<file path="config.mk">
export PLATFORM = sky130hd
export DESIGN_NAME = interval_overlap_allocator
export DESIGN_NICKNAME = d
export VERILOG_FILES = /design/src/rtl/ioa_pkg.sv /design/src/rtl/ioa_ctrl.sv /design/src/rtl/ioa_datapath.sv /design/src/rtl/interval_overlap_allocator.sv
export SDC_FILE = /design/constraint.sdc
export NUM_CORES = 2
export LEC_CHECK = 0
export ABC_AREA = 0
export BUFFER_PORTS_ARGS = -buffer_cell sky130_fd_sc_hd__buf_2
export CORE_UTILIZATION = 61
export CTS_BUF_LIST = sky130_fd_sc_hd__clkbuf_4 sky130_fd_sc_hd__clkbuf_8
export CTS_CLUSTER_SIZE = 10
export DETAILED_ROUTE_END_ITERATION = 10
export PLACE_DENSITY_LB_ADDON = 0.25
export RECOVER_POWER = 50
export SLEW_MARGIN = 20
export SYNTH_ARGS = -nofsm -noshare
export SYNTH_HDL_FRONTEND = slang
export SYNTH_HIERARCHICAL = 1
export SYNTH_SLANG_ARGS = --single-unit
</file>
<file path="constraint.sdc">
create_clock -name aclk -period 19.85 [get_ports aclk]
set_input_delay 2.9775 -clock aclk [delete_from_list [all_inputs] [get_ports aclk]]
set_output_delay 2.9775 -clock aclk [all_outputs]
set_load 0.01 [all_outputs]
</file>
<file path="src/rtl/ioa_pkg.sv">
package ioa_pkg;

    localparam int CAPACITY = 64;
    localparam int IDX_W    = (CAPACITY > 1) ? $clog2(CAPACITY) : 1;
    localparam int CNT_W    = $clog2(CAPACITY + 1);
    localparam int COORD_W  = 16;
    localparam int STATUS_W = 2;

    typedef enum logic [STATUS_W-1:0] {
        ST_GRANTED = 2'd0,
        ST_OVERLAP = 2'd1,
        ST_FULL    = 2'd2
    } status_t;

    typedef enum logic {
        CS_IDLE,
        CS_SCAN
    } ctrl_state_t;

    typedef struct packed {
        logic load;
        logic step;
        logic finish;
    } ioa_cmd_t;

    typedef struct packed {
        logic scan_done;
        logic out_hold;
    } ioa_stat_t;

endpackage

</file>
<file path="src/rtl/ioa_ctrl.sv">
module ioa_ctrl
    import ioa_pkg::*;
(
    input  logic      aclk,
    input  logic      aresetn,
    input  logic      s_valid,
    output logic      s_ready,
    input  ioa_stat_t stat,
    output ioa_cmd_t  cmd
);

    ctrl_state_t state_reg;
    ctrl_state_t state_next;

    always_ff @(posedge aclk) begin
        if (!aresetn) begin
            state_reg <= CS_IDLE;
        end else begin
            state_reg <= state_next;
        end
    end

    always_comb begin
        state_next = state_reg;
        unique case (state_reg)
            CS_IDLE: begin
                if (s_valid) begin
                    state_next = CS_SCAN;
                end
            end
            CS_SCAN: begin
                if (stat.scan_done && !stat.out_hold) begin
                    state_next = CS_IDLE;
                end
            end
            default: state_next = CS_IDLE;
        endcase
    end

    always_comb begin
        s_ready    = 1'b0;
        cmd.load   = 1'b0;
        cmd.step   = 1'b0;
        cmd.finish = 1'b0;
        unique case (state_reg)
            CS_IDLE: begin
                s_ready  = 1'b1;
                cmd.load = s_valid;
            end
            CS_SCAN: begin
                cmd.step = 1'b1;
                // result goes out only once the output register is free
                cmd.finish = stat.scan_done && !stat.out_hold;
            end
            default: begin
                s_ready = 1'b0;
            end
        endcase
    end

endmodule

</file>
<file path="src/rtl/ioa_datapath.sv">
module ioa_datapath
    import ioa_pkg::*;
(
    input  logic                aclk,
    input  logic                aresetn,
    input  logic [COORD_W-1:0]  s_range_start,
    input  logic [COORD_W-1:0]  s_range_end,
    output logic                m_valid,
    input  logic                m_ready,
    output logic [STATUS_W-1:0] m_status,
    input  ioa_cmd_t            cmd,
    output ioa_stat_t           stat
);

    logic [2*COORD_W-1:0] mem [CAPACITY];

    logic [COORD_W-1:0]   req_start_reg;
    logic [COORD_W-1:0]   req_end_reg;
    logic [CNT_W-1:0]     count_reg;
    logic [CNT_W-1:0]     rd_idx_reg;
    logic                 rd_valid_reg;
    logic [2*COORD_W-1:0] rd_data_reg;
    logic                 hit_reg;
    logic                 m_valid_reg;
    status_t              status_reg;

    logic                 hit_next;
    logic                 hit_now;
    logic                 overlap;
    logic                 rd_en;
    logic                 wr_en;
    logic [COORD_W-1:0]   ent_start;
    logic [COORD_W-1:0]   ent_end;
    status_t              status_next;

    assign ent_start = rd_data_reg[2*COORD_W-1:COORD_W];
    assign ent_end   = rd_data_reg[COORD_W-1:0];

    // overlaps unless wholly left or wholly right of the stored entry
    assign overlap = !(req_end_reg < ent_start) && !(req_start_reg > ent_end);
    assign hit_now = hit_reg || (rd_valid_reg && overlap);

    assign stat.scan_done = (rd_idx_reg == count_reg);
    assign stat.out_hold  = m_valid_reg && !m_ready;

    assign rd_en = cmd.step && !stat.scan_done;

    always_comb begin
        status_next = ST_GRANTED;
        wr_en       = 1'b0;
        if (hit_now) begin
            status_next = ST_OVERLAP;
        end else if (count_reg == CNT_W'(CAPACITY)) begin
            status_next = ST_FULL;
        end else begin
            wr_en = cmd.finish;
        end
    end

    assign hit_next = cmd.load ? 1'b0 : (cmd.step ? hit_now : hit_reg);

    always_ff @(posedge aclk) begin
        if (wr_en) begin
            mem[count_reg[IDX_W-1:0]] <= {req_start_reg, req_end_reg};
        end
        if (rd_en) begin
            rd_data_reg <= mem[rd_idx_reg[IDX_W-1:0]];
        end
    end

    always_ff @(posedge aclk) begin
        if (cmd.load) begin
            req_start_reg <= s_range_start;
            req_end_reg   <= s_range_end;
        end
        if (cmd.finish) begin
            status_reg <= status_next;
        end
    end

    always_ff @(posedge aclk) begin
        if (!aresetn) begin
            count_reg    <= '0;
            rd_idx_reg   <= '0;
            rd_valid_reg <= 1'b0;
            hit_reg      <= 1'b0;
            m_valid_reg  <= 1'b0;
        end else begin
            hit_reg <= hit_next;
            if (cmd.load) begin
                rd_idx_reg   <= '0;
                rd_valid_reg <= 1'b0;
            end else begin
                rd_valid_reg <= rd_en;
                if (rd_en) begin
                    rd_idx_reg <= rd_idx_reg + CNT_W'(1);
                end
            end
            if (wr_en) begin
                count_reg <= count_reg + CNT_W'(1);
            end
            if (cmd.finish) begin
                m_valid_reg <= 1'b1;
            end else if (m_ready) begin
                m_valid_reg <= 1'b0;
            end
        end
    end

    assign m_valid  = m_valid_reg;
    assign m_status = status_reg;

endmodule

</file>
<file path="src/rtl/interval_overlap_allocator.sv">
// interval_overlap_allocator
// input channel s_valid/s_ready carries one request word: s_range_start and
// s_range_end, both inclusive. result channel m_valid/m_ready carries one
// word per request: m_status is 0 granted and stored, 1 refused because it
// overlaps a granted interval, 2 refused because the table is full.
// each request is compared with the granted intervals one per cycle from a
// single-port table of CAPACITY entries with a registered read port.
// the result is registered once the last stored interval has been compared,
// and the block is ready for the next request as the result appears; it
// takes no new request while it is still comparing.
// reset empties the table at once (the entry count goes to zero), drops any
// pending result and makes the block ready for a request.
// the result sits in an output register; a new request is accepted while it
// waits, but that request's result is held back until the receiver has taken
// the previous one, and no further request is taken meanwhile.
module interval_overlap_allocator
    import ioa_pkg::*;
(
    input  logic                aclk,
    input  logic                aresetn,
    input  logic                s_valid,
    output logic                s_ready,
    input  logic [COORD_W-1:0]  s_range_start,
    input  logic [COORD_W-1:0]  s_range_end,
    output logic                m_valid,
    input  logic                m_ready,
    output logic [STATUS_W-1:0] m_status
);

    ioa_cmd_t  cmd;
    ioa_stat_t stat;

    ioa_ctrl u_ctrl (
        .aclk    (aclk),
        .aresetn (aresetn),
        .s_valid (s_valid),
        .s_ready (s_ready),
        .stat    (stat),
        .cmd     (cmd)
    );

    ioa_datapath u_datapath (
        .aclk          (aclk),
        .aresetn       (aresetn),
        .s_range_start (s_range_start),
        .s_range_end   (s_range_end),
        .m_valid       (m_valid),
        .m_ready       (m_ready),
        .m_status      (m_status),
        .cmd           (cmd),
        .stat          (stat)
    );

endmodule

</file>
Yosys cells after proc, flatten, opt, wreduce, memory -nomap -nowiden

Memory sizes are Yosys's and may differ from the RTL's. A register that Yosys moved wholly into a read port is not among the register bits.
Index checks and enable logic that the tools add are counted.

Register bits: 52
Memory bits (writable): 2048
Input port bits: 36
Output and inout port bits: 4
Logic and storage cells: 44
Memories: 1

Add/sub/neg operators: 2
Magnitude comparators: 2
Equal/unequal tests: 2
Mux-type cells: 13
Bitwise logic cells: 2
Reductions and logical operators: 13

Memory list:

| memory         | words | bits a word | rd ports | clocked after memory_dff | write ports | line               | text |
|---|---|---|---|---|---|---|---|
| u_datapath.mem | 64    | 32          | 1        | 1                        | 1           | ioa_datapath.sv:15 | `logic [2*COORD_W-1:0] mem [CAPACITY];` |

Operators by type and width:

| cell                  | number |
|---|---|
| $gt A16 B16 Y1        | 1 |
| $lt A16 B16 Y1        | 1 |
| $add A7 B1 Y7 const B | 2 |
| $mux W1               | 10 |
| $eq A7 B7 Y1          | 1 |
| $eq A7 B7 Y1 const B  | 1 |
| $logic_and A1 B1 Y1   | 5 |
| $logic_not A1 Y1      | 5 |
| $mux W2               | 2 |
| $not A1 Y1            | 2 |
| $pmux W1 S2           | 1 |
| $reduce_bool A2 Y1    | 1 |
| $reduce_or A2 Y1      | 1 |
| $logic_or A1 B1 Y1    | 1 |

Depth between registers and ports, before layout

Depth in word-level cells: 9
Gate-level depth with buffers: 14
Depth with buffers taken out: 9

By module

Netlist, hierarchy kept.

By module, submodules not included:

| module       | times used | cells each | area an instance (sq um) | seq. area each (sq um) |
|---|---|---|---|---|
| ioa_datapath | 1          | 3248       | 81385.6                  | 63821.2 |
| ioa_ctrl     | 1          | 7          | 57.6                     | 20.0 |

Worst setup path before layout

No wires, ideal clock.

Path type: input-to-reg
From: in m_ready
To: mem u_datapath/mem[37][0] in the netlist's numbering, enable pin
Setup time: 0.502 ns
Arrival time: 7.096 ns
Data required time: 19.348 ns
Slack: 12.252 ns
Stages on the path: 7
Path buffers: 3
Path through: nor2b_1 and3b_1 clkbuf_1 nand3_1 clkbuf_1 clkbuf_1 nor4_1

RTL lines:

| what               | line                             | text |
|---|---|---|
| start: declaration | interval_overlap_allocator.sv:26 | `input logic m_ready,` |
| end: declaration   | ioa_datapath.sv:15               |  |

Final worst setup path

From: reg u_datapath.req_end_reg[11]
To: mem u_datapath/mem[52][22] in the netlist's numbering, enable pin

Word-level cells in the longest chain between the ends: 8

Ends and longest elaborated chain:

| what                          | line               | text |
|---|---|---|
| start: declaration            | ioa_datapath.sv:18 | `logic [COORD_W-1:0] req_end_reg;` |
| start signal: assignment      | ioa_datapath.sv:74 | `req_end_reg <= s_range_end;` |
| $lt A16 B16 Y1                | ioa_datapath.sv:40 | `assign overlap = !(req_end_reg < ent_start) && !(req_start_reg > ent_end);` |
| $logic_not A1 Y1              | ioa_datapath.sv:40 |  |
| $logic_and A1 B1 Y1           | ioa_datapath.sv:40 |  |
| $logic_and A1 B1 Y1           | ioa_datapath.sv:41 | `assign hit_now = hit_reg \|\| (rd_valid_reg && overlap);` |
| $logic_or A1 B1 Y1            | ioa_datapath.sv:41 |  |
| $mux W1                       | ioa_datapath.sv:51 | `if (hit_now) begin` |
| $mux W1                       | ioa_datapath.sv:63 | `if (wr_en) begin` |
| $mux W1 (not written as such) | ioa_datapath.sv:64 | `mem[count_reg[IDX_W-1:0]] <= {req_start_reg, req_end_reg};` |

No other way between the ends.

==> results.tsv <==
metric	value	unit
run_status	finished, violations left	
violations	max-capacitance violations, max-slew violations	
cp-end-kind	flip-flop	
place_hpwl	105000	µm
multi_input_area	17100	µm²
grt_antenna_before_repair	19	
arrival	8.15	ns
grt_pass1_vias	38300	
fin_crit_sh	0.381	
clock_skew	0.0673	ns
fillers	7563	
nets	3655	
wl_per_cell	34.2	µm
path_clk_slew	0.07	ns
synth-seq-cells	2132	
synth_fp_nets	3325	
ios	40	
row_count	133	
ys.flop_type	edfxtp_1	
fin_cells	5575	
drc	0	
cts_setup_buffers	0	
cts_root_buf	clkbuf_8	
synth_cell_type_count	47	
cap_violations	43	
finalSetupViolations	0	
slew_viol_final	2102	
async_flop_share	0	
avgSynthCellArea	25.0	µm²
synth-warning-count	6	
cts_tree	yes	
grt_max_degree	151	
holdBufCountCts	0	
peakVddDrop	0.0697	mV
cts-resized-gates	0	
grt_pass1_wl	273000	µm
path_class	reg -> reg	
clk_latency	1.01	ns
startpoint_type	flip-flop	
cts_buffers	331	
clock-sinks	2132	
synthesis.area	81400	µm²
largest_register_ffs	2048	
initialDrtViolationCount	5662	
fmax	0.132	GHz
grt_usage	0.290	
mostFrequentLayoutCell	edfxtp_1	
area_growth	11.2	%
leakage	27.2	nW
h-tree-depth	5	
min_path_type	reg -> reg	
first_pass_iters	5	
initial_utilization	0.617	
final_antenna_net_count	0	
dieHeight	367	µm
power.density	96.9	nW/µm²
core	132000	µm²
seq_area	63900	µm²
hold_depth	2	
cp.required	20.44	ns
finalSetupTns	0	ns
rsz0062_at_grt	no	
yosysTopAreaCell	edfxtp_1	
dieArea	135000	µm²
hold_viol_final	0	
clockBufferDepth	4	
ys_top_cells_by_area	edfxtp_1, mux4_2, ha_1	
yosysTopAreaCellShare	0.779	
vias	37600	
tightest_slew	4.10	ns
routed_wl	191000	µm
synth_cells	3255	
seq_area_frac_synth	0.784	
via_per_inst	6.74	
die_x	367	µm
slew_headroom	-1.73	
drive_gt1_frac	0.355	
overflow	0	
min_period	7.57	ns
r2r_cells	10	
io_buffer_count	39	
layout_common_cells	edfxtp_1, mux4_2, clkbuf_8	
gp_congestion	0.916	
placedCellCount	5002	
synth_edf_count	2114	
path_max_fanout	65	
[per-layer routing]
layer	share of wire	routed length (µm)	vias to the layer above	track usage
met4	0.046	8720	6	0.129
met1	0.36	68200	19800	0.416
met3	0.13	25200	382	0.0737
li1	-	-	14900	-
met2	0.46	88800	2549	0.431
met5	0.00017	32	-	0
[metrics by stage]
| step | hold WS [ns] | util | power, W | instance area [µm²] | setup slack (ns) |
|---|---|---|---|---|---|
| finish | 0.508 | 0.686 | 0.00877 | 90500 | 12.28 |
| global route | 0.511 | 0.686 | 0.00901 | 90500 | 12.14 |
| CTS | 0.500 | 0.686 | 0.00880 | 90600 | 14.17 |
| detailed placement | 0.487 | 0.641 | 0.00542 | 84500 | 13.29 |
| global placement | 0.485 | 0.640 | 0.00540 | 84400 | 13.32 |
| floorplan | 0.438 | - | 0.00528 | 81400 | 12.25 |
[Yosys cell counts (all sizes together), types with 3 or more instances]
cell type,number
or3,7
dfxtp,18
buf,76
or4,3
o31ai,3
a21oi,18
o21ai,9
nor4,10
nor2b,4
nand3,7
ha,34
edfxtp,2114
mux4,672
xnor2,6
nand4,7
inv,39
clkbuf,97
xor2,5
nor3,34
nand2,21
nor2,40
nand2b,4
[layout make-up]
cell class                 count  share of cell area
clock inverter               120             0.00739
multi-input combinational    911               0.189
tap                         1755              0.0243
timing repair buffer         170              0.0129
clock buffer                 438              0.0595
antenna                       10            0.000276
inverter                      39             0.00162
sequential                  2132               0.705
[logic make-up (layout without fill, tap and decap cells)]
family / Yosys count / count (layout) / share of synthesized area
adder cells (fa/ha/maj): 34 / 34 / 0.00522
AND/OR/NAND/NOR: 147 / 147 / 0.00897
AO/OA/AOI/OAI: 45 / 45 / 0.00346
other: 0 / 10 / 0
multiplexers: 674 / 674 / 0.186
flip-flops: 2132 / 2132 / 0.784
buffers and inverters: 212 / 767 / 0.0112
XOR/XNOR: 11 / 11 / 0.00118
[final timing paths]
check                                           startpoint                     end  slack [ns]
worst min-delay path                    u_datapath/hit_reg      u_datapath/hit_reg        0.51
worst max-delay path            u_datapath/req_end_reg[11]  u_datapath/mem[52][22]       12.28
worst max register to register  u_datapath/req_end_reg[11]  u_datapath/mem[52][22]       12.28
worst min register to register          u_datapath/hit_reg      u_datapath/hit_reg        0.51
[worst max-delay path, cell delays in order, from the launching register on]
cell       delay (ns)
edfxtp_1         0.34
clkbuf_1         2.89
ha_1             0.63
and2_1           0.19
a221oi_1         0.32
o2bb2ai_1        0.13
a211oi_1         0.48
nor2_2           0.05
buf_4            0.24
or3_1            0.79
nor2_4           1.02
[power breakdown]
part | switching (W) | internal (W)
sequential | 0.0000134 | 0.00501
clock | 0.00160 | 0.00183
combinational | 0.000218 | 0.0000996
total | 0.00183 | 0.00694
No activity file was read; power rests on OpenSTA's default activity.
